[src/rtl/wrps_pkg.sv]
// Package for the weighted random provider select unit.
// Holds table sizing constants, command/status codes, request/response
// structs and the sequencer state type. No dependencies.
package wrps_pkg;

  // Table sizing
  localparam int unsigned TABLE_DEPTH = 16;
  localparam int unsigned WEIGHT_BITS = 16;

  // Fixed field widths of the request and response
  localparam int unsigned ID_W     = 31;
  localparam int unsigned WGT_IN_W = 16;
  localparam int unsigned SUM_W    = 20;
  localparam int unsigned SLOT_OW  = 4;
  localparam int unsigned CNT_OW   = 5;

  // Derived widths
  localparam int unsigned IDX_W  = (TABLE_DEPTH > 1) ? $clog2(TABLE_DEPTH) : 1;
  localparam int unsigned CNT_W  = $clog2(TABLE_DEPTH + 1);
  localparam int unsigned SW_W   = (WEIGHT_BITS < WGT_IN_W) ? WEIGHT_BITS : WGT_IN_W;
  localparam int unsigned RUN_W  = SW_W + CNT_W;
  localparam int unsigned CMP_W  = (RUN_W > SUM_W) ? RUN_W : SUM_W;
  localparam int unsigned STEP_W = $clog2(ID_W);

  typedef enum logic [1:0] {
    CMD_CLEAR  = 2'd0,
    CMD_ADD    = 2'd1,
    CMD_REMOVE = 2'd2,
    CMD_PICK   = 2'd3
  } cmd_e;

  typedef enum logic [1:0] {
    ST_OK    = 2'd0,
    ST_EMPTY = 2'd1,
    ST_FULL  = 2'd2
  } status_e;

  typedef struct packed {
    cmd_e                  cmd;
    logic [ID_W-1:0]       server_id;
    logic [ID_W-1:0]       provider_id;
    logic [WGT_IN_W-1:0]   weight;
    logic [ID_W-1:0]       random_value;
  } req_t;

  typedef struct packed {
    status_e               status;
    logic [ID_W-1:0]       picked_server;
    logic [ID_W-1:0]       picked_provider;
    logic [WGT_IN_W-1:0]   picked_weight;
    logic [SLOT_OW-1:0]    picked_slot;
    logic [CNT_OW-1:0]     entries_now;
    logic [SUM_W-1:0]      total_weight;
  } rsp_t;

  typedef struct packed {
    logic [ID_W-1:0] server;
    logic [ID_W-1:0] provider;
    logic [SW_W-1:0] weight;
  } entry_t;

  localparam int unsigned ENTRY_W = $bits(entry_t);

  typedef enum logic [3:0] {
    S_IDLE,
    S_DIV,
    S_WALK_RD,
    S_WALK_CHK,
    S_FETCH_RD,
    S_FETCH_CAP,
    S_RM_RD,
    S_RM_CHK,
    S_DONE
  } state_e;

endpackage

[src/rtl/wrps_ram.sv]
// Generic single-write, single-read RAM with registered read data.
// Used for the provider entry table. No dependencies.
module wrps_ram #(
  parameter int unsigned WIDTH = 8,
  parameter int unsigned DEPTH = 16,
  localparam int unsigned AW   = (DEPTH > 1) ? $clog2(DEPTH) : 1
) (
  input  logic             clk_i,
  input  logic             we_i,
  input  logic [AW-1:0]    waddr_i,
  input  logic [WIDTH-1:0] wdata_i,
  input  logic [AW-1:0]    raddr_i,
  output logic [WIDTH-1:0] rdata_o
);

  logic [WIDTH-1:0] mem_q [DEPTH];
  logic [WIDTH-1:0] rdata_q;

  // Write port and registered read port
  always_ff @(posedge clk_i) begin
    if (we_i) begin
      mem_q[waddr_i] <= wdata_i;
    end
    rdata_q <= mem_q[raddr_i];
  end

  assign rdata_o = rdata_q;

endmodule

[src/rtl/weighted_random_provider_select_unit.sv]
// Weighted random provider select unit: entry table, weight total, and a
// sequencer around one restoring divider and one table read port.
// Clear, add and pick on an empty table go straight to the response; remove reads and
// compacts every entry; pick takes the random value modulo the total (one quotient bit a
// cycle), then walks the entries up to the chosen one, or fetches the first entry when the total is at most one.
// One request at a time: the next one is taken once the response has entered its register.
// Reset clears entry count, weight total and handshake state; table contents stay undefined.
module weighted_random_provider_select_unit (
  input  logic          clk_i,
  input  logic          rst_ni,
  input  logic          in_valid_i,
  output logic          in_stall_o,
  input  wrps_pkg::req_t in_req_i,
  output logic          out_valid_o,
  input  logic          out_stall_i,
  output wrps_pkg::rsp_t out_rsp_o
);

  import wrps_pkg::*;

  state_e              state_q, state_d;
  req_t                req_q, req_d;
  logic [CNT_W-1:0]    cnt_q, cnt_d;
  logic [SUM_W-1:0]    sum_q, sum_d;
  logic [CNT_W-1:0]    idx_q, idx_d;
  logic [CNT_W-1:0]    keep_q, keep_d;
  logic [SUM_W-1:0]    rem_q, rem_d;
  logic [ID_W-1:0]     dvd_q, dvd_d;
  logic [STEP_W-1:0]   step_q, step_d;
  logic [CMP_W-1:0]    run_q, run_d;
  logic [IDX_W-1:0]    slot_q, slot_d;
  entry_t              pick_q, pick_d;
  status_e             status_q, status_d;
  logic                hit_q, hit_d;
  logic                out_valid_q, out_valid_d;
  rsp_t                out_rsp_q, out_rsp_d;

  logic                ram_we;
  logic [IDX_W-1:0]    ram_waddr;
  logic [ENTRY_W-1:0]  ram_wdata;
  logic [IDX_W-1:0]    ram_raddr;
  logic [ENTRY_W-1:0]  ram_rdata;
  entry_t              rd_entry;
  entry_t              add_entry;

  logic [SUM_W:0]      rem_sh;
  logic [SUM_W:0]      rem_diff;
  logic [CMP_W-1:0]    run_nx;
  logic                rm_match;

  wrps_ram #(
    .WIDTH(ENTRY_W),
    .DEPTH(TABLE_DEPTH)
  ) u_table (
    .clk_i  (clk_i),
    .we_i   (ram_we),
    .waddr_i(ram_waddr),
    .wdata_i(ram_wdata),
    .raddr_i(ram_raddr),
    .rdata_o(ram_rdata)
  );

  assign rd_entry = entry_t'(ram_rdata);

  // Build an entry from the incoming add request, weight cut to its stored width
  assign add_entry.server   = in_req_i.server_id;
  assign add_entry.provider = in_req_i.provider_id;
  assign add_entry.weight   = SW_W'(in_req_i.weight);

  // Divider step: shift in one dividend bit, trial subtract the total
  assign rem_sh   = {rem_q, dvd_q[ID_W-1]};
  assign rem_diff = rem_sh - {1'b0, sum_q};

  // Running weight for the pick walk
  assign run_nx = run_q + CMP_W'(rd_entry.weight);

  // Remove match: same server, and same provider unless the provider is zero
  assign rm_match = (rd_entry.server == req_q.server_id) &&
                    ((req_q.provider_id == '0) || (rd_entry.provider == req_q.provider_id));

  // Sequencer next state and datapath
  always_comb begin
    state_d     = state_q;
    req_d       = req_q;
    cnt_d       = cnt_q;
    sum_d       = sum_q;
    idx_d       = idx_q;
    keep_d      = keep_q;
    rem_d       = rem_q;
    dvd_d       = dvd_q;
    step_d      = step_q;
    run_d       = run_q;
    slot_d      = slot_q;
    pick_d      = pick_q;
    status_d    = status_q;
    hit_d       = hit_q;
    out_valid_d = out_valid_q && out_stall_i;
    out_rsp_d   = out_rsp_q;
    ram_we      = 1'b0;
    ram_waddr   = keep_q[IDX_W-1:0];
    ram_wdata   = ram_rdata;
    ram_raddr   = idx_q[IDX_W-1:0];

    unique case (state_q)
      S_IDLE: begin
        if (in_valid_i) begin
          req_d    = in_req_i;
          status_d = ST_OK;
          hit_d    = 1'b0;
          idx_d    = '0;
          keep_d   = '0;
          run_d    = '0;
          unique case (in_req_i.cmd)
            CMD_CLEAR: begin
              cnt_d   = '0;
              sum_d   = '0;
              state_d = S_DONE;
            end
            CMD_ADD: begin
              if (cnt_q >= CNT_W'(TABLE_DEPTH)) begin
                status_d = ST_FULL;
              end else begin
                ram_we    = 1'b1;
                ram_waddr = cnt_q[IDX_W-1:0];
                ram_wdata = add_entry;
                cnt_d     = cnt_q + CNT_W'(1);
                sum_d     = sum_q + SUM_W'(add_entry.weight);
              end
              state_d = S_DONE;
            end
            CMD_REMOVE: begin
              state_d = S_RM_RD;
            end
            CMD_PICK: begin
              if (cnt_q == '0) begin
                status_d = ST_EMPTY;
                state_d  = S_DONE;
              end else if (sum_q <= SUM_W'(1)) begin
                slot_d  = '0;
                state_d = S_FETCH_RD;
              end else begin
                rem_d   = '0;
                dvd_d   = in_req_i.random_value;
                step_d  = '0;
                state_d = S_DIV;
              end
            end
            default: state_d = S_IDLE;
          endcase
        end
      end

      // One quotient bit a cycle; only the remainder is kept
      S_DIV: begin
        rem_d  = rem_diff[SUM_W] ? rem_sh[SUM_W-1:0] : rem_diff[SUM_W-1:0];
        dvd_d  = dvd_q << 1;
        step_d = step_q + STEP_W'(1);
        if (step_q == STEP_W'(ID_W - 1)) begin
          state_d = S_WALK_RD;
        end
      end

      // Read the next entry, or fall back to the first one past the end
      S_WALK_RD: begin
        if (idx_q == cnt_q) begin
          slot_d  = '0;
          state_d = S_FETCH_RD;
        end else begin
          state_d = S_WALK_CHK;
        end
      end

      S_WALK_CHK: begin
        if (run_nx > CMP_W'(rem_q)) begin
          pick_d  = rd_entry;
          slot_d  = idx_q[IDX_W-1:0];
          hit_d   = 1'b1;
          state_d = S_DONE;
        end else begin
          run_d   = run_nx;
          idx_d   = idx_q + CNT_W'(1);
          state_d = S_WALK_RD;
        end
      end

      S_FETCH_RD: begin
        ram_raddr = slot_q;
        state_d   = S_FETCH_CAP;
      end

      S_FETCH_CAP: begin
        pick_d  = rd_entry;
        hit_d   = 1'b1;
        state_d = S_DONE;
      end

      // Compact in order: drop matches, move survivors down to the keep slot
      S_RM_RD: begin
        if (idx_q == cnt_q) begin
          cnt_d   = keep_q;
          state_d = S_DONE;
        end else begin
          state_d = S_RM_CHK;
        end
      end

      S_RM_CHK: begin
        if (rm_match) begin
          sum_d = sum_q - SUM_W'(rd_entry.weight);
        end else begin
          ram_we    = 1'b1;
          ram_waddr = keep_q[IDX_W-1:0];
          ram_wdata = rd_entry;
          keep_d    = keep_q + CNT_W'(1);
        end
        idx_d   = idx_q + CNT_W'(1);
        state_d = S_RM_RD;
      end

      // Hand the result to the output register once it is free
      S_DONE: begin
        if (!out_valid_q || !out_stall_i) begin
          out_valid_d           = 1'b1;
          out_rsp_d             = '0;
          out_rsp_d.status      = status_q;
          out_rsp_d.entries_now = CNT_OW'(cnt_q);
          out_rsp_d.total_weight = sum_q;
          if (hit_q) begin
            out_rsp_d.picked_server   = pick_q.server;
            out_rsp_d.picked_provider = pick_q.provider;
            out_rsp_d.picked_weight   = WGT_IN_W'(pick_q.weight);
            out_rsp_d.picked_slot     = SLOT_OW'(slot_q);
          end
          state_d = S_IDLE;
        end
      end

      default: state_d = S_IDLE;
    endcase
  end

  // Control registers
  always_ff @(posedge clk_i or negedge rst_ni) begin
    if (!rst_ni) begin
      state_q     <= S_IDLE;
      cnt_q       <= '0;
      sum_q       <= '0;
      out_valid_q <= 1'b0;
    end else begin
      state_q     <= state_d;
      cnt_q       <= cnt_d;
      sum_q       <= sum_d;
      out_valid_q <= out_valid_d;
    end
  end

  // Working and payload registers
  always_ff @(posedge clk_i) begin
    req_q     <= req_d;
    idx_q     <= idx_d;
    keep_q    <= keep_d;
    rem_q     <= rem_d;
    dvd_q     <= dvd_d;
    step_q    <= step_d;
    run_q     <= run_d;
    slot_q    <= slot_d;
    pick_q    <= pick_d;
    status_q  <= status_d;
    hit_q     <= hit_d;
    out_rsp_q <= out_rsp_d;
  end

  assign in_stall_o  = (state_q != S_IDLE);
  assign out_valid_o = out_valid_q;
  assign out_rsp_o   = out_rsp_q;

endmodule

[config.mk]
export PLATFORM = sky130hd
export DESIGN_NAME = weighted_random_provider_select_unit
export DESIGN_NICKNAME = d
export VERILOG_FILES = /design/src/rtl/wrps_pkg.sv /design/src/rtl/wrps_ram.sv /design/src/rtl/weighted_random_provider_select_unit.sv
export SDC_FILE = /design/constraint.sdc
export NUM_CORES = 2
export LEC_CHECK = 0
export BUFFER_PORTS_ARGS = -buffer_cell sky130_fd_sc_hd__buf_2
export CAP_MARGIN = 20
export CORE_MARGIN = 2
export CORE_UTILIZATION = 62
export CTS_CLUSTER_DIAMETER = 100
export DETAILED_ROUTE_END_ITERATION = 16
export PLACE_DENSITY = 0.8
export SETUP_SLACK_MARGIN = 0.15
export SLEW_MARGIN = 20
export SYNTH_ARGS = -nofsm -noshare
export SYNTH_HDL_FRONTEND = slang
export SYNTH_SLANG_ARGS = --single-unit
[constraint.sdc]
create_clock -name clk_i -period 7.65 [get_ports clk_i]
set_clock_uncertainty 0.15 [all_clocks]
set_input_delay 0.765 -clock clk_i [delete_from_list [all_inputs] [get_ports clk_i]]
set_output_delay 0.765 -clock clk_i [all_outputs]
set_load 0.02 [all_outputs]
==> impl_results.md <==
- Status: finished clean
- WP buf/inv: 2
- Area post-placement: 71100 um^2
- Internal power: 20.7 mW
- DP Worst Slack: 2.05 ns
- Post-layout util: 70.4%
- Peak supply drop: 0.274 mV
- Die height: 335 um
- Final Hold Viols: 0
- Crit path max fanout: 46
- Synth Area per Inst: 18.1 um^2
- Slew @ Worst Pin: 1.16 ns
- Clock power share: approximately a quarter
- Average routed wire per standard cell: 29.3 um
- IO buf count: 225
- Slowest cell on crit path: o41ai_1
- Sink Count: 1699
- # H-tree levels: 4
- Pin count of the biggest net entering global routing: around 160
- Commonest register cell after synthesis: edfxtp_1
- Layout cells sized above 1: 23.1%
- Psw: 10.3 mW
- Placed instance count: 5283
- DRT Pass-1 Iters: 6
- Reg2Reg Setup Slack: 1.97 ns
- HP Class: in2reg
- Combinational power share: between 30 and 40%
- DRC Markers: 0
- Worst path cell trace: ha_1 > inv_1 > fa_1 > nor2b_1 > o21ai_0 > a21oi_1 > o21ai_0 > a31oi_1 > nor2_1 > nor2_1 > xor2_1 > ha_1 > nand3_1 > or2_2 > o41ai_1 > a21oi_1 > a31o_4 > buf_4
- Die Wd: 335 um
- Design Area, Final: 76700 um^2
- Max incr delay on CP: about 0.83 ns
- Post-cts gate resize count: 0
- Endpoints failing setup: 0
- WHS: 0.0346 ns
- Total congestion overflow: 0
- Fmax: 176 MHz
- Final Cycle Share: 74.2%
- Total wire length: 164000 um
- CTS tree: built
- Slew Viols, Final: 0
- CP Depth: 18
- Crit path kind: reg2reg
- R2r startpoint: u_table.rdata_o[0]$_DFF_P_
- Yosys Warn Count: 0
- Ys async rst share: 1.77%
- Minimum clock period: ~5.7 ns
- Max Cap Viol: 0
- CP required: 7.91 ns
- Worst Hold Path EP: req_q[58]$_DFFE_PP_
- Vias in the first global route: 37600
- Antenna diode count: 0
- Cells after Synth: between 3000 and 4000
- Core area: about 110000 um^2
- Placed wire-length estimate: 87900 um
- Crit path launch type: flop
- Total Power: 31.0 mW
- Syn-to-layout area delta: 12.6%
- Slew HR: about 23%
- Io pins: about 230
- Mapped Area: 68100 um^2
- Reg power frac: 42.7%
- Hold Startpoint: in_req_i[58]
- Antenna violation net count after detailed routing: 0
- First-pass GRT wire length: 241000 um
- Distinct cell type count after synthesis: 73
- Clock Latency Late Sink: about 0.79 ns
- Seq/Total Area, Yosys: between 70 and 80%
- Number of synthesized register bits: approximately 1700
- Worst hold path depth: 1
- CTS root buf: clkbuf_16
- Clk pin slew, worst setup/hold paths: 0.06 ns
- Rows: 121
- Final Wtd Congestion: 0.894
- Pwr Density: 405 nW/um^2
- Post-Route Setup TNS: 0 ns
- DRT iter0 DRCs: 4691
- Antenna violations before repair: 5
- Net Sw Frac: 33.2%
- Die ar.: roughly 110000 um^2
- Gr usage total: 29.4%
- Post-route setup slack: 1.97 ns
- Final nets: 4265
- RSZ-0062 raised after global routing: no
- CTS Buf Count: 165
- Max Root-Sink Buffers: 3
- CP arrival: 5.94 ns
- R2R cell count: 18
- Worst setup EP type: flop
- Number of synthesized flops with an enable pin: 1591
- Non-filler cells, final: 5600
- CP top delay family: compound AO/OA/AOI/OAI gates
- Reg2reg end: pick_q[6]$_DFFE_PP_
- Vias: 37000
- Synthesized Nets: 3968
- # Post-CTS Setup Buffers: 0
- Static leakage: 25.9 nW
- Starting Density: between 60% and 70%
- Vias per cell: approximately 6.6
metal layers:
| metal | vias up | GRT usage, % | part of all wire [%] |
|---|---|---|---|
| met5 | - | 0 | 0.025 |
| met4 | 6 | 12.4 | 3.9 |
| met3 | 378 | 6.17 | 9.7 |
| met2 | 2245 | 47.6 | 49 |
| met1 | 18800 | 39.4 | 37 |
| li1 | 15500 | - | - |
final cells by class:
class	count	area [um^2]
Fill cell	6259	32200
Tap cell	1414	1770
Inverter	85	320
Sequential cell	1699	50100
Timing Repair Buffer	305	1880
Clock inverter	69	734
Clock buffer	232	4670
Multi-Input combinational cell	1796	17200
sequential cells by signal, summed over array words and instances, names as in the netlist, 4 cells and up:
name,cells
step_q,5
sum_q,20
state_q,4
cnt_q,5
rem_q,20
req_q,62
dvd_q,31
u_table.rdata_o,78
slot_q,4
u_table.mem_q,1248
idx_q,5
keep_q,5
out_rsp_o,109
run_q,21
pick_q,78
cells in the mapped netlist, types with 7 or more instances:
cell / instances / area share (%)
edfxtp_1: 1591 / 70
mux4_2: 312 / 10
nand2_1: 298 / 1.6
and2_1: 187 / 1.7
clkbuf_1: 111 / 0.61
ha_1: 94 / 1.7
xnor2_1: 94 / 1.2
nor2_1: 91 / 0.50
a31oi_1: 90 / 0.83
a211oi_1: 88 / 0.97
inv_1: 84 / 0.46
mux2_2: 80 / 1.3
dfxtp_1: 78 / 2.3
a21oi_1: 65 / 0.48
buf_2: 39 / 0.29
nand3_1: 37 / 0.27
o21ai_0: 35 / 0.26
xor2_1: 35 / 0.45
a21o_1: 32 / 0.35
dfrtp_1: 30 / 1.1
nand4_1: 26 / 0.24
buf_1: 25 / 0.14
nor4_1: 23 / 0.21
o31ai_1: 22 / 0.24
nor3_1: 19 / 0.14
nand2b_1: 16 / 0.15
nor2b_1: 14 / 0.13
o21a_1: 12 / 0.13
a221oi_1: 10 / 0.13
and3_1: 8 / 0.074
o211ai_1: 8 / 0.088
a311oi_1: 7 / 0.090
or3_1: 7 / 0.064
worst register-to-register path, stage by stage, from the launching register on:
cell and delay [ns]:
dfxtp_1 0.38, ha_1 0.19, inv_1 0.06, fa_1 0.39
nor2b_1 0.12, o21ai_0 0.11, a21oi_1 0.33, o21ai_0 0.21
a31oi_1 0.27, nor2_1 0.10, nor2_1 0.13, xor2_1 0.09
ha_1 0.29, nand3_1 0.09, or2_2 0.31, o41ai_1 0.83
a21oi_1 0.26, a31o_4 0.47, buf_4 0.48
placed cells by master, fill, tap and decap left out, types with 14 or more instances in the layout:
cell type         n
a211oi_1         88
a21o_1           32
a21oi_1          63
a31oi_1          90
and2_1          187
buf_2           225
buf_4            55
clkbuf_1         41
clkbuf_16       168
clkbuf_8         23
clkinv_2         26
dfrtp_1          30
dfxtp_1          78
dlygate4sd3_1    15
edfxtp_1       1591
ha_1             94
inv_1            83
mux2_2           79
mux4_2          312
nand2_1         297
nand2b_1         16
nand3_1          37
nand4_1          26
nor2_1           75
nor2_4           16
nor2b_1          14
nor3_1           17
nor4_1           23
o21ai_0          35
o31ai_1          22
xnor2_1          94
xor2_1           35
worst max-delay path by stage:
stage,to,from
finish,pick_q[6]$_DFFE_PP_,u_table.rdata_o[0]$_DFF_P_
floorplan,out_rsp_o[0]$_DFFE_PP_,state_q[0]$_DFFE_PN0P_
detailed placement,pick_q[0]$_DFFE_PP_,u_table.rdata_o[0]$_DFF_P_
CTS,pick_q[6]$_DFFE_PP_,u_table.rdata_o[0]$_DFF_P_
global placement,pick_q[0]$_DFFE_PP_,u_table.rdata_o[0]$_DFF_P_
global route,pick_q[6]$_DFFE_PP_,u_table.rdata_o[0]$_DFF_P_
power by group through the flow:
stage	sequential [mW]	combinational [mW]	clock (mW)
floorplan	13.2	6.82	0
global placement	13.4	9.21	0
detailed placement	13.4	9.43	0
CTS	13.2	9.62	8.17
global route	13.3	10.5	8.48
finish	13.3	9.68	8.11
cell families (layout without fill, tap and decap cells):
kind of cell             after synthesis  count (layout)  share of synthesized area [%]
AND/OR/NAND/NOR                      744             744                           5.35
multiplexers                         396             396                           11.7
flip-flops                          1699            1699                           73.6
adder cells (fa/ha/maj)               98              98                           1.85
AO/OA/AOI/OAI                        429             429                           4.34
buffers and inverters                260             691                           1.51
XOR/XNOR                             129             129                           1.66
timing repair:
action                                  4_1_cts  5_1_grt
endpoints found under the setup margin        0        0
hold buffers                                 15        0
hold endpoints to repair                     44        0
(Power assumes the default switching activity.)
